`config.mk`:
```
export PLATFORM = sky130hd
export DESIGN_NAME = dnc_pipe_ctl
export DESIGN_NICKNAME = d
export VERILOG_FILES = /design/src/sv/dnc_pkg.sv /design/src/sv/dnc_pipe_ctl.sv
export SDC_FILE = /design/constraint.sdc
export NUM_CORES = 1
export LEC_CHECK = 0
export BUFFER_PORTS_ARGS = -buffer_cell sky130_fd_sc_hd__buf_4
export CAP_MARGIN = 15
export CORE_AREA = 5 5 42 44
export DETAILED_ROUTE_END_ITERATION = 12
export DIE_AREA = 0 0 47 49
export PLACE_DENSITY_LB_ADDON = 0.08
export SLEW_MARGIN = 20
export SYNTH_ARGS = -nofsm -noshare
export SYNTH_HDL_FRONTEND = slang
export SYNTH_SLANG_ARGS = --single-unit
```
`constraint.sdc`:
```
create_clock -name clk -period 2.3 [get_ports clk]
set_clock_uncertainty 0.15 [all_clocks]
set_input_delay 0.345 -clock clk [delete_from_list [all_inputs] [get_ports clk]]
set_output_delay 0.345 -clock clk [all_outputs]
set_load 0.005 [all_outputs]
```
`src/sv/dnc_pkg.sv`:
```
// Shared types, constants and helper functions for the day-number-to-date converter.
`default_nettype none

package dnc_pkg;

    localparam int NUM_STAGES = 8;

    typedef logic [NUM_STAGES-1:0] stage_en_t;

    typedef struct packed {
        logic [23:0] day_number;
        logic [26:0] day_fraction_ms;
    } in_item_t;

    typedef struct packed {
        logic signed [16:0] year;
        logic [3:0]         month;
        logic [4:0]         day_of_month;
        logic [4:0]         hour;
        logic [5:0]         minute;
        logic [5:0]         second;
        logic [9:0]         millisecond;
    } out_item_t;

    // calendar_mode codes
    localparam logic MODE_GREGORIAN = 1'b0;
    localparam logic MODE_JULIAN    = 1'b1;

    // Date constants, Meeus terms scaled to integers
    localparam logic [26:0] ALPHA_BIAS    = 27'd128179;  // -7468865 + 52*146097
    localparam logic [24:0] GREG_B_OFFSET = 25'd1486;    // 1524 + 1 - 39
    localparam logic [24:0] JUL_B_OFFSET  = 25'd1524;
    localparam logic [30:0] YEAR_SCALE    = 31'd100;
    localparam logic [30:0] C_BIAS        = 31'd12210;
    localparam logic [26:0] DAYS_4YEARS   = 27'd1461;
    localparam logic [3:0]  E_MONTH_WRAP  = 4'd14;
    localparam logic [3:0]  MONTH_FEB     = 4'd2;
    localparam logic signed [16:0] YEAR_OFS_LATE  = 17'sd4716;
    localparam logic signed [16:0] YEAR_OFS_EARLY = 17'sd4715;

    // Exact reciprocals: q = (x * ceil(2^k/d)) >> k for x < 2^n, k = n + clog2(d)
    localparam int ALPHA_SHIFT = 45;
    localparam logic [27:0] ALPHA_RECIP =
        28'(((64'd1 << ALPHA_SHIFT) + 64'd146096) / 64'd146097);
    localparam int YEAR_SHIFT = 47;
    localparam logic [31:0] YEAR_RECIP =
        32'(((64'd1 << YEAR_SHIFT) + 64'd36524) / 64'd36525);
    localparam int SEC_SHIFT = 37;
    localparam logic [27:0] SEC_RECIP =
        28'(((64'd1 << SEC_SHIFT) + 64'd999) / 64'd1000);
    localparam int MIN_SHIFT = 23;
    localparam logic [17:0] MIN_RECIP =
        18'(((64'd1 << MIN_SHIFT) + 64'd59) / 64'd60);
    localparam int HOUR_SHIFT = 17;
    localparam logic [11:0] HOUR_RECIP =
        12'(((64'd1 << HOUR_SHIFT) + 64'd59) / 64'd60);

    // Time constants
    localparam logic [26:0] MS_DAY_MAX = 27'd86399999;
    localparam logic [26:0] MS_PER_SEC = 27'd1000;
    localparam logic [16:0] SEC_PER_MIN = 17'd60;
    localparam logic [10:0] MIN_PER_HOUR = 11'd60;
    localparam logic [9:0]  MS_ROUND_UP = 10'd999;
    localparam logic [5:0]  SEC_LAST  = 6'd59;
    localparam logic [5:0]  MIN_LAST  = 6'd59;
    localparam logic [4:0]  HOUR_LAST = 5'd23;

    // floor(10000*x/306001) for x in 123..488: count thresholds ceil(30.6001*k)
    function automatic logic [3:0] e_from_x(input logic [8:0] x);
        logic [3:0] e;
        e = '0;
        for (int k = 1; k <= 15; k++)
        begin
            if (x >= 9'((306001 * k + 9999) / 10000))
                e = 4'(k);
        end
        return e;
    endfunction

    // floor(30.6001*e)
    function automatic logic [8:0] month_base(input logic [3:0] e);
        logic [8:0] base;
        base = '0;
        for (int k = 0; k < 16; k++)
        begin
            if (e == 4'(k))
                base = 9'((306001 * k) / 10000);
        end
        return base;
    endfunction

endpackage

`default_nettype wire

```
`src/sv/dnc_pipe_ctl.sv`:
```
// Valid bits and per-stage load enables for the conversion pipeline.
`default_nettype none

module dnc_pipe_ctl (
    input  wire logic             clk,
    input  wire logic             rst_n,
    input  wire logic             in_valid,
    output logic                  in_stall,
    output logic                  out_valid,
    input  wire logic             out_stall,
    output dnc_pkg::stage_en_t    stage_en
);

    logic [dnc_pkg::NUM_STAGES-1:0] valid_reg;
    logic [dnc_pkg::NUM_STAGES-1:0] valid_next;

    // A stage loads when it is empty or its contents move on; bubbles get squeezed out.
    always_comb
    begin
        stage_en[dnc_pkg::NUM_STAGES-1] = !valid_reg[dnc_pkg::NUM_STAGES-1] || !out_stall;
        for (int i = dnc_pkg::NUM_STAGES - 2; i >= 0; i--)
        begin
            stage_en[i] = !valid_reg[i] || stage_en[i+1];
        end
    end

    always_comb
    begin
        valid_next = valid_reg;
        if (stage_en[0])
            valid_next[0] = in_valid;
        for (int i = 1; i < dnc_pkg::NUM_STAGES; i++)
        begin
            if (stage_en[i])
                valid_next[i] = valid_reg[i-1];
        end
    end

    always_ff @(posedge clk or negedge rst_n)
    begin
        if (!rst_n)
            valid_reg <= '0;
        else
            valid_reg <= valid_next;
    end

    assign in_stall  = !stage_en[0];
    assign out_valid = valid_reg[dnc_pkg::NUM_STAGES-1];

endmodule

`default_nettype wire

```
# Word level (Yosys, flattened, before mapping)

Cells that the tools add are included.

Logic and storage cells: 26
Input bits: 4
Flip-flop bits (word level): 8

Reductions and logical operators: 18

Operators with widths:

| cell             | number |
|---|---|
| 1-bit zero test  | 10 |
| 1-bit logical OR | 8 |

# Longest topological paths before layout

Gate-level depths: netlist of the first run.

Depth in word-level cells: 10
Gate-level depth with buffers: 3
Gate-level depth less buffers: 2

# Worst setup path after synthesis of the first run

Ideal clock, no wire load.

Kind: reg2out
From: register valid_reg[4] (netlist name)
To: output in_stall
Slack: 0.941 ns
Data arrival time: 0.864 ns
Cell stages (with the launch flop): 4
Path through: dfrtp_1 and3_1 buf_6 and4_1

Cells in the longest elaborated chain, start to end: 7

RTL lines:

| item                           | RTL line           | RTL |
|---|---|---|
| from (decl)                    | dnc_pipe_ctl.sv:14 | `logic [dnc_pkg::NUM_STAGES-1:0] valid_reg;` |
| from (signal assigned)         | dnc_pipe_ctl.sv:44 | `valid_reg <= valid_next;` |
| 1-bit zero test                | dnc_pipe_ctl.sv:23 | `stage_en[i] = !valid_reg[i] \|\| stage_en[i+1];` |
| 1-bit logical OR (5 in series) | dnc_pipe_ctl.sv:23 |  |
| 1-bit zero test                | dnc_pipe_ctl.sv:47 | `assign in_stall = !stage_en[0];` |
| to (decl)                      | dnc_pipe_ctl.sv:8  | `output logic in_stall,` |

No other way between the ends.

# Worst setup path after layout of the first run

Ends and elaborated chain as after synthesis.

==> results of run 1 <==
critical path, cell delays in order, from the launching register on:
cell	delay (ps)
dfrtp_1	400
and3_1	300
and4_1	220
buf_4	100
cell families (layout without fill, tap and decap cells):
family | Yosys count | in the layout
flip-flops | 8 | 8
AND/OR/NAND/NOR | 13 | 13
AO/OA/AOI/OAI | 5 | 5
buffers and inverters | 3 | 18
per-layer routing:
metal / track usage (%) / share of wire (%) / up-vias
met4: 6.912 / 1.8 / 0
met3: 2.214 / 6.9 / 2
li1: - / - / 137
met2: 10.41 / 44 / 11
met1: 8.559 / 47 / 137
met5: 0 / 0 / -
per-stage QoR:
step | area (sq um) | setup WS (ps) | utilization, %
2_1_floorplan | 346.6 | 941.3 | -
3_3_place_gp | 441.7 | 766.6 | 31.52
3_5_place_dp | 441.7 | 759.9 | 31.52
4_1_cts | 474.2 | 514.6 | 33.84
5_1_grt | 474.2 | 427.8 | 33.84
6_report | 474.2 | 532.2 | 33.84
report_power, final:
group | switching [mW] | internal (mW)
Sequential | 0.0205 | 0.165
Combinational | 0.0494 | 0.0606
Clock | 0.0436 | 0.0594
what timing repair did:
item / 4_1_cts / 5_1_grt
hold buffers: 1 / 0
hold endpoints to repair: 8 / 0
endpoints found under the setup margin: 0 / 0
Yosys cell counts:
cell      number
dfrtp_1        8
nand2_1        3
nand3_1        3
a21o_1         2
a31o_1         2
buf_6          2
nand2b_1       2
a41o_1         1
and3_1         1
and4_1         1
and4_4         1
inv_2          1
nand4_1        1
or2_1          1
cell type report:
cell class | count | area share [%]
Timing Repair Buffer | 14 | 22.69
Inverter | 1 | 0.7916
Tap cell | 16 | 4.222
Multi-Input combinational cell | 18 | 25.33
Clock buffer | 3 | 4.749
Sequential cell | 8 | 42.22
worst paths after layout:
| kind | from | end | slack [ps] |
|---|---|---|---|
| max in group asynchronous | rst_n | valid_reg[0]$_DFFE_PN0P_ | 1560 |
| min reg2reg | valid_reg[2]$_DFFE_PN0P_ | valid_reg[3]$_DFFE_PN0P_ | 310 |
| min in group asynchronous | rst_n | valid_reg[5]$_DFFE_PN0P_ | 310 |
| min | in_valid | valid_reg[0]$_DFFE_PN0P_ | 130 |
| max | valid_reg[4]$_DFFE_PN0P_ | in_stall | 530 |
| max reg2reg | valid_reg[4]$_DFFE_PN0P_ | valid_reg[0]$_DFFE_PN0P_ | 1130 |
==> results.cfg, run 1 <==
[floorplanning]
die_area_sq_um = 2303
fp.dieH_um = 49
num_rows = 14
start_util_pct = 24.73
io_pins = 14
core_sq_um = 1401
die_w_um = 47

[synth]
synth_top_family_by_area = simple AND/OR/NAND/NOR gates
synth_seq_cells = 8
synth_compound_area_share_pct = 12.27
synthTopCellsByArea = dfrtp_1 58%, buf_6 6.5%, a31o_1 5.1%
ys_warn_count = 0
syn-mean-instance-area_sq_um = 11.95
netlist_instances = 29
synth_fp_nets = 33
synth_area_sq_um = 346.6
yosysUniqueCellTypes = 14
ys_seq_area_share_pct = 57.76
synthMuxAreaShare_pct = 0
synth-xor-area-share_pct = 0
synth.top_cell.area_share_pct = 57.76
synth_adder_area_share_pct = 0
synth_area_leader_cell = dfrtp_1
yosys.area_share.simple_pct = 22.38

[power]
peakVddDrop_v = 0.0003167
power.density_nw_per_um2 = 839.8
p_total_mw = 0.3982
p_leak_nw = 0.2173

[sta]
finalCritPeriodShare_pct = 76.86
fin_setup_tns_ps = 0
whs_ps = 132.8
fmax_ghz = 0.5657
worst_pin_slew_ps = 225.7
min_period_ps = 1768
hold_violations = 0
drv_slew = 0
rsz0062_at_grt = false
finalSetupViolations = 0
max-slew-margin-rel_pct = 84.96

[final_layout]
area_growth_pct = 36.82
largest_reg_flops = 8
post_route_cells_drive_above_1_share_pct = 40.91
final_common_cell = buf_4
final_cells = 60
diodes = 0
layout_common_cells = 13 x buf_4, 8 x dfrtp_1, 3 x nand2_1, 3 x nand3_1, 3 x clkbuf_4
nFillCells = 155
multi_input_area_sq_um = 120.1
nNetsFinal = 50
regArea_sq_um = 200.2

[clock_tree]
clkLatencyLatePin_ps = 250
path_clk_slew_ps = 50
cts_sinks = 8
clock_path_buffers = 2
cts_resized = 0
ctsRootBufferMaster = clkbuf_4
post_cts_buffers = 0
tritoncts = done
htree_num_levels = 1
numCtsBuffers = 3

[detailed_routing]
drtAntennaViolNets = 0
drt-wirelength-per-cell_um = 11.85
drtIter0Drc = 2
routed_wl_um = 711
drt_pass1_iterations = 4
via_per_inst = 4.783
via_count = 287
route.detailed.drc = 0

[critical_path]
required_ps = 1800
critical_path_class = flop to primary output
setup.worst_path.end_class = primary output
start_kind = flop
worstPathArrival_ps = 1270
reg2regPathDepth = 2
crit_fanout = 7

[job]
cap_violations = 0

[global_routing]
antenna_found_initial = 0
grt_pass1_wl_mm = 1.173
gr-total-overflow = 0
grt_pass1_vias = 302
track_usage_pct = 7.452
grt_start_max_net_pins = 14

[min_path]
min_path_cells = 2
hold_class = input pin to flop

[placement]
dp_hpwl_um = 536.6
port_buffers = 13
place_congestion = 0.7402
dp.cells = 56

[outcome]
outcome = completed
No activity file was read; power rests on OpenSTA's default activity.
==> run 2, diff against run 1 <==
clock period = 1.45 ns   (was 2.3 ns; I/O delays follow)
==> results.cfg, run 2 (synthesized netlist as in run 1, its figures left out) <==
[outcome]
outcome = finished, violations left
violations = setup timing

[critical_path]
slowest_stage = dfrtp_1
worstPathArrival_ps = 1200
crit_fanout = 5
crit_path_cell_trace = and4_4 -> and4_1 -> buf_4
path_buf_inv = 1
critPathTopFamily = simple AND/OR/NAND/NOR gates
critical_path_class = flop to primary output
setup.worst_path.end_class = primary output
start_kind = flop
required_ps = 1080
critical_path.max_stage_delay_ps = 370

[floorplanning]
die_w_um = 47
start_util_pct = 24.73
die_area_sq_um = 2303
num_rows = 14
fp.dieH_um = 49
core_sq_um = 1401
io_pins = 14

[clock_tree]
clkLatencyLatePin_ps = 250
path_clk_slew_ps = 60
ctsRootBufferMaster = clkbuf_4
clock_path_buffers = 2
cts_sinks = 8
htree_num_levels = 1
tritoncts = done
numCtsBuffers = 3

[sta]
fmax_ghz = 0.6388
rsz0062_at_grt = true
drv_slew = 0
whs_ps = 9.363
fin_setup_tns_ps = -408.0
max-slew-margin-rel_pct = 88.24
finalSetupViolations = 7
worst_pin_slew_ps = 176.4
min_period_ps = 1565
fin_ws_ps = -115.3
hold_violations = 0
finalCritPeriodShare_pct = 108.0

[detailed_routing]
routed_wl_um = 966
drt_pass1_iterations = 3
via_per_inst = 4.870
drtAntennaViolNets = 0
route.detailed.drc = 0
drtIter0Drc = 5
drt-wirelength-per-cell_um = 14.00
via_count = 336

[placement]
dp_hpwl_um = 590.1
place_congestion = 0.7060
port_buffers = 13
post-place-ws_ps = 80.90
dp.cells = 57

[global_routing]
grtUsageMet3_pct = 2.214
grt.busiest_layer = met2
track_usage_pct = 9.773
gr-total-overflow = 0
grt_use_met2_pct = 16.06
antenna_found_initial = 0
grt_pass1_wl_mm = 1.628
grt_pass1_vias = 389
grt_start_max_net_pins = 9
use_met1_pct = 10.96

[final_layout]
nFillCells = 157
post-route-util_pct = 39.20
final_cells = 69
post_route_cells_drive_above_1_share_pct = 52.83
area_growth_pct = 58.48
layout_common_cells = 21 x buf_4, 8 x dfrtp_1, 3 x nand2_1, 3 x nand3_1, 3 x clkbuf_4
regArea_sq_um = 200.2
final_common_cell = buf_4
nNetsFinal = 59
largest_reg_flops = 8
multi_input_area_sq_um = 135.1
diodes = 0

[power]
power.density_nw_per_um2 = 1335
peakVddDrop_v = 0.0004684
p_leak_nw = 0.2578

[min_path]
hold_class = input pin to flop

[job]
cap_violations = 0
run 2: cell count changes in the layout (fill, tap and decap cells not counted), sizes merged:
cell | previous run | this run
and4 | 2 | 3
buf | 13 | 21
run 2: final cells by class:
class | instances | share of cell area [%]
clock buffer | 3 | 4.100
inverter | 1 | 0.6834
multi-input combinational | 19 | 24.60
sequential | 8 | 36.45
tap | 16 | 3.645
timing repair buffer | 22 | 30.52
run 2: path summary, 6_finish.rpt:
path | from | end | slack, ps | cells past startpoint
setup / recovery | valid_reg[6]$_DFFE_PN0P_ | in_stall | -120 | 3
hold / removal | in_valid | valid_reg[0]$_DFFE_PN0P_ | 9 | 2
setup reg to reg | valid_reg[6]$_DFFE_PN0P_ | valid_reg[3]$_DFFE_PN0P_ | 40 | 4
hold reg to reg | valid_reg[2]$_DFFE_PN0P_ | valid_reg[3]$_DFFE_PN0P_ | 330 | 1
max in group asynchronous | rst_n | valid_reg[2]$_DFFE_PN0P_ | 840 | 2
min in group asynchronous | rst_n | valid_reg[6]$_DFFE_PN0P_ | 180 | 2
run 2: per-layer routing:
layer	up-vias	part of all wire [%]	wire (um)
li1	155	-	-
met1	168	45	435
met2	11	49	473
met3	2	5.2	50
met4	0	0.62	6
met5	-	0	0
run 2: power breakdown:
| part | leakage, nW | switching (mW) | internal, mW | total (mW) |
|---|---|---|---|---|
| clock network | 0.0138 | 0.0762 | 0.0948 | 0.171 |
| registers | 0.0844 | 0.0288 | 0.261 | 0.290 |
| logic | 0.160 | 0.110 | 0.163 | 0.272 |
| total | 0.258 | 0.215 | 0.519 | 0.733 |
run 2: per-stage QoR:
step | instance area (sq um) | total power [mW]
floorplan | 346.6 | 0.4128
global placement | 449.2 | 0.4796
detailed placement | 449.2 | 0.4881
CTS | 549.3 | 0.7449
global route | 549.3 | 0.7892
finish | 549.3 | 0.7333
run 2: worst reg2reg max path, cell delays in order, from the launching register on:
cell and delay [ps]:
dfrtp_1 400, and4_2 280, buf_4 140, buf_4 120
a31o_1 210
run 2: timing repair:
action | in CTS | in global routing
gates resized for setup | 2 | 0
hold buffers | 1 | 0
pin swaps | 1 | 0
endpoints found under the setup margin | 7 | 9
cloned | 1 | 0
buffers inserted | 7 | 0
endpoints found under the hold margin | 8 | 0
