File: src/sv/dnc_pkg.sv
// Shared types, constants and helper functions for the day-number-to-date converter.
`default_nettype none

package dnc_pkg;

    localparam int NUM_STAGES = 8;

    typedef logic [NUM_STAGES-1:0] stage_en_t;

    typedef struct packed {
        logic [23:0] day_number;
        logic [26:0] day_fraction_ms;
    } in_item_t;

    typedef struct packed {
        logic signed [16:0] year;
        logic [3:0]         month;
        logic [4:0]         day_of_month;
        logic [4:0]         hour;
        logic [5:0]         minute;
        logic [5:0]         second;
        logic [9:0]         millisecond;
    } out_item_t;

    // calendar_mode codes
    localparam logic MODE_GREGORIAN = 1'b0;
    localparam logic MODE_JULIAN    = 1'b1;

    // Date constants, Meeus terms scaled to integers
    localparam logic [26:0] ALPHA_BIAS    = 27'd128179;  // -7468865 + 52*146097
    localparam logic [24:0] GREG_B_OFFSET = 25'd1486;    // 1524 + 1 - 39
    localparam logic [24:0] JUL_B_OFFSET  = 25'd1524;
    localparam logic [30:0] YEAR_SCALE    = 31'd100;
    localparam logic [30:0] C_BIAS        = 31'd12210;
    localparam logic [26:0] DAYS_4YEARS   = 27'd1461;
    localparam logic [3:0]  E_MONTH_WRAP  = 4'd14;
    localparam logic [3:0]  MONTH_FEB     = 4'd2;
    localparam logic signed [16:0] YEAR_OFS_LATE  = 17'sd4716;
    localparam logic signed [16:0] YEAR_OFS_EARLY = 17'sd4715;

    // Exact reciprocals: q = (x * ceil(2^k/d)) >> k for x < 2^n, k = n + clog2(d)
    localparam int ALPHA_SHIFT = 45;
    localparam logic [27:0] ALPHA_RECIP =
        28'(((64'd1 << ALPHA_SHIFT) + 64'd146096) / 64'd146097);
    localparam int YEAR_SHIFT = 47;
    localparam logic [31:0] YEAR_RECIP =
        32'(((64'd1 << YEAR_SHIFT) + 64'd36524) / 64'd36525);
    localparam int SEC_SHIFT = 37;
    localparam logic [27:0] SEC_RECIP =
        28'(((64'd1 << SEC_SHIFT) + 64'd999) / 64'd1000);
    localparam int MIN_SHIFT = 23;
    localparam logic [17:0] MIN_RECIP =
        18'(((64'd1 << MIN_SHIFT) + 64'd59) / 64'd60);
    localparam int HOUR_SHIFT = 17;
    localparam logic [11:0] HOUR_RECIP =
        12'(((64'd1 << HOUR_SHIFT) + 64'd59) / 64'd60);

    // Time constants
    localparam logic [26:0] MS_DAY_MAX = 27'd86399999;
    localparam logic [26:0] MS_PER_SEC = 27'd1000;
    localparam logic [16:0] SEC_PER_MIN = 17'd60;
    localparam logic [10:0] MIN_PER_HOUR = 11'd60;
    localparam logic [9:0]  MS_ROUND_UP = 10'd999;
    localparam logic [5:0]  SEC_LAST  = 6'd59;
    localparam logic [5:0]  MIN_LAST  = 6'd59;
    localparam logic [4:0]  HOUR_LAST = 5'd23;

    // floor(10000*x/306001) for x in 123..488: count thresholds ceil(30.6001*k)
    function automatic logic [3:0] e_from_x(input logic [8:0] x);
        logic [3:0] e;
        e = '0;
        for (int k = 1; k <= 15; k++)
        begin
            if (x >= 9'((306001 * k + 9999) / 10000))
                e = 4'(k);
        end
        return e;
    endfunction

    // floor(30.6001*e)
    function automatic logic [8:0] month_base(input logic [3:0] e);
        logic [8:0] base;
        base = '0;
        for (int k = 0; k < 16; k++)
        begin
            if (e == 4'(k))
                base = 9'((306001 * k) / 10000);
        end
        return base;
    endfunction

endpackage

`default_nettype wire

File: src/sv/dnc_time.sv
// Time-of-day datapath: milliseconds of day to h/m/s/ms with optional round-up.
`default_nettype none

module dnc_time (
    input  wire logic                clk,
    input  wire dnc_pkg::stage_en_t  stage_en,
    input  wire logic                mode,
    input  wire logic [26:0]         day_fraction_ms,
    output logic [4:0]               hour,
    output logic [5:0]               minute,
    output logic [5:0]               second,
    output logic [9:0]               millisecond
);

    // stage 0
    logic [26:0] t0_reg, t0_next;
    // stage 1
    logic [54:0] sec_prod;
    logic [16:0] s1_reg, s1_next;
    logic [26:0] t1_reg;
    // stage 2
    logic [26:0] ms_full;
    logic [34:0] min_prod;
    logic [9:0]  ms2_reg, ms2_next;
    logic [10:0] m2_reg, m2_next;
    logic [16:0] s2_reg;
    // stage 3
    logic [16:0] sec_full;
    logic [22:0] hour_prod;
    logic [5:0]  sec3_reg, sec3_next;
    logic [4:0]  h3_reg, h3_next;
    logic [10:0] m3_reg;
    logic [9:0]  ms3_reg;
    // stage 4
    logic [10:0] min_full;
    logic [5:0]  min4_reg, min4_next;
    logic [4:0]  h4_reg;
    logic [5:0]  sec4_reg;
    logic [9:0]  ms4_reg;
    // stage 5: rounding
    logic        round_up;
    logic [4:0]  h5_reg, h5_next;
    logic [5:0]  min5_reg, min5_next;
    logic [5:0]  sec5_reg, sec5_next;
    logic [9:0]  ms5_reg, ms5_next;
    // stages 6, 7: alignment with the date path
    logic [4:0]  h6_reg, h7_reg;
    logic [5:0]  min6_reg, min7_reg;
    logic [5:0]  sec6_reg, sec7_reg;
    logic [9:0]  ms6_reg, ms7_reg;

    assign t0_next = (day_fraction_ms > dnc_pkg::MS_DAY_MAX) ? dnc_pkg::MS_DAY_MAX
                                                              : day_fraction_ms;

    assign sec_prod = 55'(t0_reg) * 55'(dnc_pkg::SEC_RECIP);
    assign s1_next  = sec_prod[dnc_pkg::SEC_SHIFT +: 17];

    assign ms_full  = t1_reg - 27'(s1_reg) * dnc_pkg::MS_PER_SEC;
    assign ms2_next = ms_full[9:0];
    assign min_prod = 35'(s1_reg) * 35'(dnc_pkg::MIN_RECIP);
    assign m2_next  = min_prod[dnc_pkg::MIN_SHIFT +: 11];

    assign sec_full  = s2_reg - 17'(m2_reg) * dnc_pkg::SEC_PER_MIN;
    assign sec3_next = sec_full[5:0];
    assign hour_prod = 23'(m2_reg) * 23'(dnc_pkg::HOUR_RECIP);
    assign h3_next   = hour_prod[dnc_pkg::HOUR_SHIFT +: 5];

    assign min_full  = m3_reg - 11'(h3_reg) * dnc_pkg::MIN_PER_HOUR;
    assign min4_next = min_full[5:0];

    // Gregorian mode rounds .999 up; hour wraps without touching the date
    always_comb
    begin
        round_up  = (mode == dnc_pkg::MODE_GREGORIAN) && (ms4_reg == dnc_pkg::MS_ROUND_UP);
        h5_next   = h4_reg;
        min5_next = min4_reg;
        sec5_next = sec4_reg;
        ms5_next  = ms4_reg;
        if (round_up)
        begin
            ms5_next = '0;
            if (sec4_reg == dnc_pkg::SEC_LAST)
            begin
                sec5_next = '0;
                if (min4_reg == dnc_pkg::MIN_LAST)
                begin
                    min5_next = '0;
                    if (h4_reg == dnc_pkg::HOUR_LAST)
                        h5_next = '0;
                    else
                        h5_next = h4_reg + 5'd1;
                end
                else
                begin
                    min5_next = min4_reg + 6'd1;
                end
            end
            else
            begin
                sec5_next = sec4_reg + 6'd1;
            end
        end
    end

    always_ff @(posedge clk)
    begin
        if (stage_en[0])
            t0_reg <= t0_next;
        if (stage_en[1])
        begin
            s1_reg <= s1_next;
            t1_reg <= t0_reg;
        end
        if (stage_en[2])
        begin
            ms2_reg <= ms2_next;
            m2_reg  <= m2_next;
            s2_reg  <= s1_reg;
        end
        if (stage_en[3])
        begin
            sec3_reg <= sec3_next;
            h3_reg   <= h3_next;
            m3_reg   <= m2_reg;
            ms3_reg  <= ms2_reg;
        end
        if (stage_en[4])
        begin
            min4_reg <= min4_next;
            h4_reg   <= h3_reg;
            sec4_reg <= sec3_reg;
            ms4_reg  <= ms3_reg;
        end
        if (stage_en[5])
        begin
            h5_reg   <= h5_next;
            min5_reg <= min5_next;
            sec5_reg <= sec5_next;
            ms5_reg  <= ms5_next;
        end
        if (stage_en[6])
        begin
            h6_reg   <= h5_reg;
            min6_reg <= min5_reg;
            sec6_reg <= sec5_reg;
            ms6_reg  <= ms5_reg;
        end
        if (stage_en[7])
        begin
            h7_reg   <= h6_reg;
            min7_reg <= min6_reg;
            sec7_reg <= sec6_reg;
            ms7_reg  <= ms6_reg;
        end
    end

    assign hour        = h7_reg;
    assign minute      = min7_reg;
    assign second      = sec7_reg;
    assign millisecond = ms7_reg;

endmodule

`default_nettype wire

File: config.mk
export PLATFORM = sky130hd
export DESIGN_NAME = dnc_time
export DESIGN_NICKNAME = d
export VERILOG_FILES = /design/src/sv/dnc_pkg.sv /design/src/sv/dnc_time.sv
export SDC_FILE = /design/constraint.sdc
export NUM_CORES = 1
export LEC_CHECK = 0
export BUFFER_PORTS_ARGS = -buffer_cell sky130_fd_sc_hd__buf_2
export CAP_MARGIN = 20
export CORE_ASPECT_RATIO = 0.8
export CORE_UTILIZATION = 40
export CTS_CLUSTER_DIAMETER = 30
export DETAILED_ROUTE_END_ITERATION = 8
export SYNTH_ARGS = -nofsm -noshare
export SYNTH_HDL_FRONTEND = slang
export SYNTH_SLANG_ARGS = --single-unit
File: constraint.sdc
create_clock -name clk -period 7.4 [get_ports clk]
set_input_delay 1.85 -clock clk [delete_from_list [all_inputs] [get_ports clk]]
set_output_delay 1.85 -clock clk [all_outputs]
set_load 0.01 [all_outputs]
## Word-level counts from Yosys, hierarchy flattened

Index checks and enable logic that the tools add are counted.

| word-level totals | value |
|---|---|
| bits of input ports | 37 |
| word-level logic and storage cells | 54 |
| flip-flop bits (word level) | 216 |
| output and inout bits | 27 |

| operators by class | value |
|---|---|
| bitwise gates (word level) | 1 |
| reduce and logical (&&, ||, !) cells | 1 |
| add/sub/neg operators | 6 |
| magnitude comparators | 1 |
| multiply operators | 6 |
| equal/unequal tests | 4 |
| multiplexer cells | 9 |

Operator list:

| cell | count |
|---|---|
| $mul A27 B27 Y53 const B | 1 |
| $mul A17 B18 Y34 const B | 1 |
| $mux W6 | 5 |
| $gt A27 B27 Y1 const B | 1 |
| $mul A11 B12 Y22 const B | 1 |
| $mux W5 | 4 |
| $mul A17 B7 Y7 const B | 1 |
| $add A6 B1 Y6 const B | 2 |
| $eq A6 B6 Y1 const B | 2 |
| $sub A6 B6 Y6 | 2 |
| $mul A11 B4 Y4 const B | 1 |
| $eq A10 B10 Y1 const B | 1 |
| $sub A10 B10 Y10 | 1 |
| $add A5 B1 Y5 const B | 1 |
| $eq A5 B5 Y1 const B | 1 |
| $mul A5 B4 Y4 const B | 1 |
| $logic_and A1 B1 Y1 | 1 |
| $not A1 Y1 | 1 |

## Longest topological paths before layout

Gate-level depths: netlist of the first run.

| depth | value |
|---|---|
| depth after elaboration | 5 |
| depth in mapped cells | 22 |
| mapped depth without buffers | 22 |

## Least setup slack after synthesis of the first run

No wires, ideal clock.

| timing | value |
|---|---|
| path kind | register to register |
| start | register t0_reg[25] |
| end | register s1_reg[16], data pin |
| arrival time | 5.891 ns |
| period minus slack after synthesis | 6.049 ns |
| setup slack | 1.351 ns |
| library setup time | 0.158 ns |
| required time | 7.242 ns |
| cell stages (with the launch flop) | 21 |
| path buffers | 0 |
| path through | edfxtp_1 inv_1 ha_1 fa_1 inv_1 ha_1 fa_1 fa_1 fa_1 inv_1 fa_1 inv_1 ha_1 a211o_1 a211oi_1 a211oi_1 nor3_4 o32ai_4 o31ai_4 or4b_1 o211ai_1 |

| on the way | value |
|---|---|
| word-level cells in the longest chain between the ends | 1 |

Ends and longest elaborated chain:

| what | RTL line | RTL |
|---|---|---|
| start, declared | dnc_time.sv:16 | `logic [26:0] t0_reg, t0_next;` |
| start signal, assigned | dnc_time.sv:108 | `t0_reg <= t0_next;` |
| $mul A27 B27 Y53 | dnc_time.sv:55 | `assign sec_prod = 55'(t0_reg) * 55'(dnc_pkg::SEC_RECIP);` |
| named net sec_prod[53] | dnc_time.sv:18 | `logic [54:0] sec_prod;` |
| end signal, assigned | dnc_time.sv:111 | `s1_reg <= s1_next;` |
| end, declared | dnc_time.sv:19 | `logic [16:0] s1_reg, s1_next;` |

The timed path passes the listed nets, and every way through them passes these cells.
A chain may end at the register's enable or synchronous reset.

## Worst setup path after layout of the first run

| timing | value |
|---|---|
| start | register t0_reg[11] |
| end | register s1_reg[9], data pin |

Same word-level chain as after synthesis.

==> qor.yml, run 1 <==
synthesis:
  synthTopCellsByArea: "edfxtp_1 (28%), ha_1 (26%), fa_1 (24%)"
  synth_flop_cell: "edfxtp_1"
  syn_inst: 1948
  synth_top_area_share_pct: 28.4
  avgSynthCellArea_sq_um: 11.7
  synth-seq-area-share_pct: 28.4
  synth-edff-count: 216
  yosys.cell_types.count: 64
  yosys.area.top_type: "edfxtp_1"
  async_flop_share_pct: 0
  synth_warnings: 0
  synth_area_sq_um: 22800
  syn-num-nets: 2736
  ys_ff_latch: 216
timing:
  min_period_ps: 6840
  min_period_over_period_pct: 92.4
  fin_setup_tns_ps: 0
  setup_viol: 0
  fmax_mhz: 146
  rsz0062_at_grt: "no"
  skew_ps: 22.8
  worst_pin_slew_ps: 764
  drv_slew: 0
  hold_viol: 0
  slew-limit-headroom_pct: 48.6
worst_hold_path:
  worstHoldPathType: "reg -> reg"
worst_setup_path:
  cp_slowest_stage_delay_ps: 650
  crit_chain: "ha_1, ha_1, inv_1, fa_1, inv_1, fa_1, fa_1, fa_1, inv_1, fa_1, inv_1, ha_1, nand4_1, or2_0, or3_1, o31ai_1, a31oi_1, o21bai_1, xor2_1"
  critPathKind: "reg -> reg"
  cp_slowest_cell: "o31ai_1"
  end_kind: "flop"
  arrival_ps: 7140
  critPathRequiredTime_ps: 7700
  crit_path_max_fanout: 8
  cpMostUsedCell: "fa_1"
  critPathLaunchType: "flop"
drt:
  post-route-drc-count: 0
  wl_mm: 49.0
  vias: 13567
  via_per_inst: 4.77
  ant_nets: 0
  wl_per_cell_um: 17.2
  first_pass_iters: 4
  drt-initial-drc-count: 568
floorplan:
  core_sq_um: 55900
  top_level_ports: 64
  dieArea_sq_um: 58100
  start_util_pct: 40.9
  rows: 77
  die_width_um: 269
  die-height_um: 216
grt:
  grt_max_degree: 28
  grt_pass1_wl_mm: 81.0
  antenna_found_initial: 0
  grt_pass1_vias: 14930
  gr-total-overflow: 0
  track_usage_pct: 17.9
layout:
  num-fill-cells: 5172
  drive_above_1_share_pct: 8.69
  area_growth_pct: 12.9
  final_nets: 2847
  largest_reg_flops: 27
  diodes: 0
clocking:
  ctsResizeCount: 0
  cts_tree: "built"
  numCtsBuffers: 45
  htree_levels: 2
  hold_buffers: 0
  cts-root-buf: "clkbuf_16"
  postCtsSetupRepairBufs: 0
  cts.sinks: 216
  path_clk_slew_ps: 40
  insertion_delay_ps: 560
  clockBufferDepth: 3
placed_design:
  numPortBuffers: 63
  place.gp.congestion: 0.940
  dp_hpwl_mm: 42.1
status:
  status: "complete, no violations"
run:
  drv_cap: 0
[cell type report]
class                   count  area (sq um)  area share [%]
clock inverters            35           532            2.06
multi-input cells        1179         14300            55.4
inverters                 546          2050            7.94
clock buffers              48          1140            4.41
repair buffers             71           375            1.45
flip-flops and latches    216          6490            25.1
well taps                 750           938            3.64
[final timing paths]
| kind | startpoint | end | slack [ps] | cells past startpoint |
|---|---|---|---|---|
| max reg2reg | t0_reg[11]$_SDFFCE_PN1P_ | s1_reg[9]$_DFFE_PP_ | 560 | 19 |
| min | h6_reg[3]$_DFFE_PP_ | hour[3]$_DFFE_PP_ | 410 | 0 |
| min reg2reg | h6_reg[3]$_DFFE_PP_ | hour[3]$_DFFE_PP_ | 410 | 0 |
| max | t0_reg[11]$_SDFFCE_PN1P_ | s1_reg[9]$_DFFE_PP_ | 560 | 19 |
[stage by stage]
stage,worst slack [ps],utilization [%],instances,area (sq um),hold WS (ps)
2_1_floorplan,1350,-,1948,22800,400
3_3_place_gp,629,43.2,2762,24100,401
3_5_place_dp,628,43.2,2762,24100,405
4_1_cts,572,46.2,2845,25800,415
5_1_grt,200,46.2,2845,25800,417
6_report,563,46.2,2845,25800,412
[synth_stat cells (10+ instances only)]
library cell / count
a21oi_1: 43
xnor2_1: 40
nor2b_1: 24
inv_1: 546
or2_2: 18
nor3_1: 10
xor2_1: 22
nand4_1: 16
edfxtp_1: 216
nand2_1: 35
ha_1: 475
a21o_1: 22
a211oi_1: 10
nand3_1: 22
nor2_1: 28
fa_1: 276
o21ai_0: 30
[metal layers]
metal / GRT usage [%] / share of wire (%) / vias up
met5: 0 / 0 / -
met4: 3.87 / 1.7 / 0
met3: 4.17 / 4.9 / 47
met2: 28.2 / 44 / 241
met1: 25.1 / 50 / 6645
li1: - / - / 6634
[worst max-delay path: cells and delay by family (launching register included)]
kind,cells,cell delay (ps)
fa+ha+maj,8,3640
compound gates,3,1210
simple gates,3,740
flops,1,630
buf+inv,4,260
xor+xnor,1,90
[cell families after synthesis]
group | Yosys count | synth area share (%)
adder cells (fa/ha/maj) | 751 | 50.2
AND/OR/NAND/NOR | 189 | 4.50
flip-flops | 216 | 28.4
XOR/XNOR | 62 | 2.38
AO/OA/AOI/OAI | 171 | 5.16
multiplexers | 6 | 0.285
buffers and inverters | 553 | 9.09
[cells in the final DEF, fill, tap and decap left out, types with 4 or more instances in the layout]
master | synthesis | routed
nand2_1 | 35 | 35
ha_1 | 475 | 475
inv_1 | 546 | 546
nor2_1 | 28 | 28
a211oi_1 | 10 | 10
buf_2 | 0 | 63
or3_1 | 4 | 4
a2111oi_0 | 4 | 4
bufinv_16 | 0 | 11
a31oi_1 | 9 | 9
and3_1 | 7 | 7
clkinv_1 | 0 | 5
xnor2_1 | 40 | 40
clkinvlp_4 | 0 | 4
fa_1 | 276 | 276
buf_4 | 0 | 8
o21bai_1 | 6 | 6
o211ai_1 | 8 | 8
clkbuf_16 | 0 | 45
edfxtp_1 | 216 | 216
nand4_1 | 16 | 16
nor3_1 | 10 | 10
a21oi_1 | 43 | 43
nand3_1 | 22 | 22
xor2_1 | 22 | 22
mux2_2 | 4 | 4
clkinv_4 | 0 | 5
nor2b_1 | 24 | 24
o21ai_0 | 30 | 30
a21o_1 | 22 | 22
o21a_1 | 7 | 7
or2_2 | 18 | 18
nand2b_1 | 4 | 4
inv_6 | 0 | 5
Power of run 1 is not shown: default switching activity piles up to over one toggle a cycle in this logic, so the estimate is an artifact.
==> inputs of run 2 (changes only) <==
==> config.mk (replaced) <==
export PLATFORM = sky130hd
export DESIGN_NAME = dnc_time
export DESIGN_NICKNAME = d
export VERILOG_FILES = /design/src/sv/dnc_pkg.sv /design/src/sv/dnc_time.sv
export SDC_FILE = /design/constraint.sdc
export NUM_CORES = 1
export LEC_CHECK = 0
export CAP_MARGIN = 20
export CORE_ASPECT_RATIO = 0.8
export CORE_UTILIZATION = 40
export CTS_CLUSTER_DIAMETER = 200
export DETAILED_ROUTE_END_ITERATION = 8
export DONT_BUFFER_PORTS = 1
export SYNTH_ARGS = -nofsm -noshare
export SYNTH_HDL_FRONTEND = slang
export SYNTH_SLANG_ARGS = --single-unit
==> qor.yml, run 2 (synthesis gave the netlist of run 1 again) <==
status:
  status: "complete, no violations"
worst_setup_path:
  critPathRequiredTime_ps: 7710
  critPathKind: "reg -> reg"
  r2r_cells: 19
  crit_path_max_fanout: 8
  critPathLaunchType: "flop"
  arrival_ps: 7040
  regToRegSetupSlack_ps: 670
  timing.rr.end: "s1_reg[9]$_DFFE_PP_"
  r2r-start: "t0_reg[11]$_SDFFCE_PN1P_"
  critPathLaunch: "t0_reg[11]$_SDFFCE_PN1P_"
  end_kind: "flop"
timing:
  drv_slew: 0
  fmax_mhz: 149
  min_period_ps: 6730
  worst_pin_slew_ps: 775
  min_period_over_period_pct: 91.0
  slew-limit-headroom_pct: 47.0
  fin_setup_tns_ps: 0
  hold_viol: 0
  skew_ps: 41.1
  rsz0062_at_grt: "no"
  setup_viol: 0
clocking:
  cts.sinks: 216
  numCtsBuffers: 25
  path_clk_slew_ps: 60
  htree_levels: 1
  postCtsSetupRepairBufs: 0
  cts_tree: "built"
  ctsResizeCount: 0
  cts-root-buf: "clkbuf_16"
  hold_buffers: 0
  insertion_delay_ps: 580
  clockBufferDepth: 3
drt:
  first_pass_iters: 5
  wl_per_cell_um: 17.9
  ant_nets: 0
  drt-initial-drc-count: 659
  via_per_inst: 4.82
  vias: 13226
  wl_mm: 49.2
  post-route-drc-count: 0
floorplan:
  top_level_ports: 64
  die-height_um: 216
  dieArea_sq_um: 58100
  die_width_um: 269
  rows: 77
  core_sq_um: 55900
  start_util_pct: 40.9
layout:
  area_growth_pct: 7.91
  final_cell_mix: "inv_1 (546), ha_1 (475), fa_1 (276), edfxtp_1 (216), a21oi_1 (43)"
  diodes: 0
  final_nets: 2764
  final_common_cell: "inv_1"
  drive_above_1_share_pct: 4.21
  largest_reg_flops: 27
placed_design:
  place.gp.congestion: 0.981
  dp_hpwl_mm: 42.6
  numPortBuffers: 0
worst_hold_path:
  min_path_cells: 0
  worstHoldPathType: "reg -> reg"
  min_to: "min6_reg[1]$_DFFE_PP_"
  hold_path_startpoint: "min5_reg[1]$_DFFE_PP_"
grt:
  grt_max_degree: 28
  gr-total-overflow: 0
  grt_pass1_wl_mm: 79.4
  track_usage_pct: 17.7
  grt_pass1_vias: 14352
  antenna_found_initial: 0
run:
  drv_cap: 0
==> run 2: changes by cell type in the layout (fill, tap and decap cells not counted), sizes merged <==
cell      previous run  this run
clkinvlp             4         3
inv                552       549
clkbuf              48        28
buf                 71         8
clkinv              14         9
bufinv              11         3
==> run 2: worst max-delay path by stage <==
stage	to	depth (start not counted)
after floorplan	s1_reg[16]$_DFFE_PP_	20
after global placement	s1_reg[9]$_DFFE_PP_	19
after detailed placement	s1_reg[10]$_DFFE_PP_	19
after CTS	s1_reg[10]$_DFFE_PP_	19
after global routing	s1_reg[9]$_DFFE_PP_	19
final	s1_reg[9]$_DFFE_PP_	19
==> run 2: cell type report <==
cell class	instances	area [sq um]
Fill cell	5195	31200
Multi-Input combinational cell	1179	14300
Sequential cell	216	6490
Inverter	546	2050
Tap cell	750	938
Clock buffer	28	637
Clock inverter	18	199
Timing Repair Buffer	8	60.1
==> run 2: stage by stage <==
stage                     worst slack [ps]  area, sq um  util [%]  hold slack, ps  instances
after global placement                 723        23800      42.6             402       2699
after CTS                              696        24700      44.1             415       2745
final                                  668        24700      44.1             415       2745
after floorplan                       1350        22800         -             400       1948
after detailed placement               743        23800      42.6             405       2699
after global routing                   328        24700      44.1             418       2745
==> run 2: worst max-delay path: stages, from the launching register on <==
cell and delay [ps]:
edfxtp_1 630, ha_1 540, ha_1 230, inv_1 80, fa_1 530, inv_1 50
fa_1 490, fa_1 490, fa_1 510, inv_1 50, fa_1 530, inv_1 50
ha_1 360, nand4_1 90, or2_0 230, or3_1 400, o31ai_1 600, a31oi_1 310
o21bai_1 220, xor2_1 90
==> run 2: metal layers <==
layer | global-route usage (%) | up-vias | part of all wire (%)
met5 | 0 | - | 0
li1 | - | 6454 | -
met4 | 3.96 | 0 | 2.3
met1 | 25.5 | 6437 | 50
met2 | 27.0 | 277 | 42
met3 | 3.85 | 58 | 5.8
Power of run 2 is left out for the same reason.
==> inputs of run 3 (changes only) <==
--- a/config.mk
+++ b/config.mk
@@ -5,6 +5,7 @@
 export SDC_FILE = /design/constraint.sdc
 export NUM_CORES = 1
 export LEC_CHECK = 0
+export ABC_AREA = 1
 export CAP_MARGIN = 20
 export CORE_ASPECT_RATIO = 0.8
 export CORE_UTILIZATION = 40
==> qor.yml, run 3 <==
status:
  status: "finished, violations left"
  violations: "design-rule violations"
synthesis:
  yosys.cell_types.count: 42
  synth-seq-area-share_pct: 24.8
  synth_warnings: 0
  avgSynthCellArea_sq_um: 8.96
  syn-num-nets: 3703
  synth-edff-count: 216
  async_flop_share_pct: 0
  synthTopCellsByArea: "edfxtp_1 (25%), ha_1 (23%), fa_1 (21%)"
  ys_ff_latch: 216
  synth_flop_cell: "edfxtp_1"
  syn_inst: 2915
  synth_top_area_share_pct: 24.8
  synth.most_common_cell: "inv_1"
  yosys.area.top_type: "edfxtp_1"
  synth.top_cells.by_count: "inv_1 (845), nand2_1 (582), ha_1 (475)"
  synth_area_sq_um: 26100
timing:
  rsz0062_at_grt: "no"
  worst_pin_slew_ps: 741
  hold_slack_ps: 398
  drv_slew: 0
  hold_viol: 0
  setup_viol: 0
  fmax_mhz: 165
  min_period_over_period_pct: 82.1
  slew-limit-headroom_pct: 50.6
  fin_setup_tns_ps: 0
  min_period_ps: 6080
  skew_ps: 54.3
  fin_ws_ps: 1320
grt:
  grt_pass1_wl_mm: 100
  grt_pass1_vias: 18401
  gr-total-overflow: 0
  grt_max_degree: 28
  antenna_found_initial: 0
  track_usage_pct: 19.5
worst_hold_path:
  min_to: "millisecond[6]$_DFFE_PP_"
  hold_path_startpoint: "ms6_reg[6]$_DFFE_PP_"
  worstHoldPathType: "reg -> reg"
  min_path_cells: 0
layout:
  final_area_sq_um: 28000
  final_common_cell: "inv_1"
  final_cell_mix: "inv_1 (845), nand2_1 (582), ha_1 (475), fa_1 (276), edfxtp_1 (216)"
  area_growth_pct: 7.08
  final_nets: 3723
  diodes: 0
  largest_reg_flops: 27
  drive_above_1_share_pct: 1.93
clocking:
  numCtsBuffers: 25
  postCtsSetupRepairBufs: 0
  hold_buffers: 0
  path_clk_slew_ps: 70
  htree_levels: 1
  cts_tree: "built"
  cts-root-buf: "clkbuf_16"
  cts.sinks: 216
  clockBufferDepth: 3
  ctsResizeCount: 0
  insertion_delay_ps: 590
floorplan:
  rows: 83
  top_level_ports: 64
  die-height_um: 231
  start_util_pct: 40.6
  dieArea_sq_um: 66300
  core_sq_um: 64400
  die_width_um: 288
run:
  drv_cap: 0
drt:
  ant_nets: 0
  first_pass_iters: 8
  drt-initial-drc-count: 1339
  wl_mm: 61.4
  vias: 18005
  post-route-drc-count: 12
  wl_per_cell_um: 16.1
  via_per_inst: 4.73
worst_setup_path:
  r2r_cells: 19
  regToRegSetupSlack_ps: 1320
  critPathLaunch: "t0_reg[11]$_SDFFCE_PN1P_"
  critPathLaunchType: "flop"
  arrival_ps: 6410
  crit_path_max_fanout: 8
  timing.rr.end: "s1_reg[4]$_DFFE_PP_"
  r2r-start: "t0_reg[11]$_SDFFCE_PN1P_"
  end_kind: "flop"
  critPathRequiredTime_ps: 7730
  critPathKind: "reg -> reg"
placed_design:
  numPortBuffers: 0
  pre_cts_slack_ps: 1480
  placed_area_sq_um: 27100
  dp_hpwl_mm: 53.4
  place.gp.congestion: 1.00
-- run 3: cell types whose count changed in the layout (fill, tap and decap cells not counted), moves of 26 or more --
cell,change
a21oi_1,+36
nand3_1,+60
inv_1,+299
xnor2_1,-26
nor2_1,+125
nand2_1,+547
-- run 3: metal layers --
layer  global-route usage, %  vias to the layer above  wire length [um]
met3                    5.18                       52              5550
met1                    29.8                     8360             31200
met4                    3.03                        2               864
met5                    1.03                        -                94
met2                    27.5                      537             23700
li1                        -                     9054                 -
-- run 3: worst max path at each step --
stage | endpoint | slack [ps] | cells past startpoint
finish | s1_reg[4]$_DFFE_PP_ | 1320 | 19
detailed placement | s1_reg[4]$_DFFE_PP_ | 1480 | 19
global route | s1_reg[4]$_DFFE_PP_ | 1140 | 19
floorplan | s1_reg[8]$_DFFE_PP_ | 2200 | 21
global placement | s1_reg[4]$_DFFE_PP_ | 1500 | 17
CTS | s1_reg[4]$_DFFE_PP_ | 1470 | 19
-- run 3: metrics by stage --
step	utilization, %	cells
global route	43.4	3804
global placement	42.1	3758
detailed placement	42.1	3758
floorplan	-	2915
CTS	43.4	3804
finish	43.4	3804
-- run 3: critical path: stages (launching register included) --
cell      delay (ps)
edfxtp_1         590
ha_1             520
fa_1             660
ha_1             170
inv_1             50
fa_1             450
fa_1             500
inv_1             60
fa_1             570
inv_1             70
fa_1             530
inv_1             40
ha_1             310
nand2_1          100
nor2_1           140
inv_1             80
nor3_1           390
nand4_1          320
nand4_1          190
nand2_1           80
-- run 3: logic make-up (layout without fill, tap and decap cells) --
| family | count (synthesis) | count (layout) | synth area share [%] |
|---|---|---|---|
| flops | 216 | 216 | 24.8 |
| xor+xnor | 35 | 35 | 1.17 |
| buf+inv | 854 | 893 | 12.4 |
| simple gates | 908 | 908 | 14.4 |
| compound gates | 151 | 151 | 3.28 |
| fa+ha+maj | 751 | 751 | 43.9 |
-- run 3: layout make-up --
type                            instances  area [sq um]
Clock buffer                           31           648
Clock inverter                         15           193
Fill cell                            6334         36400
Inverter                              847          3180
Multi-Input combinational cell       1845         16400
Sequential cell                       216          6490
Tap cell                              850          1060
Power of run 3 is left out for the same reason.
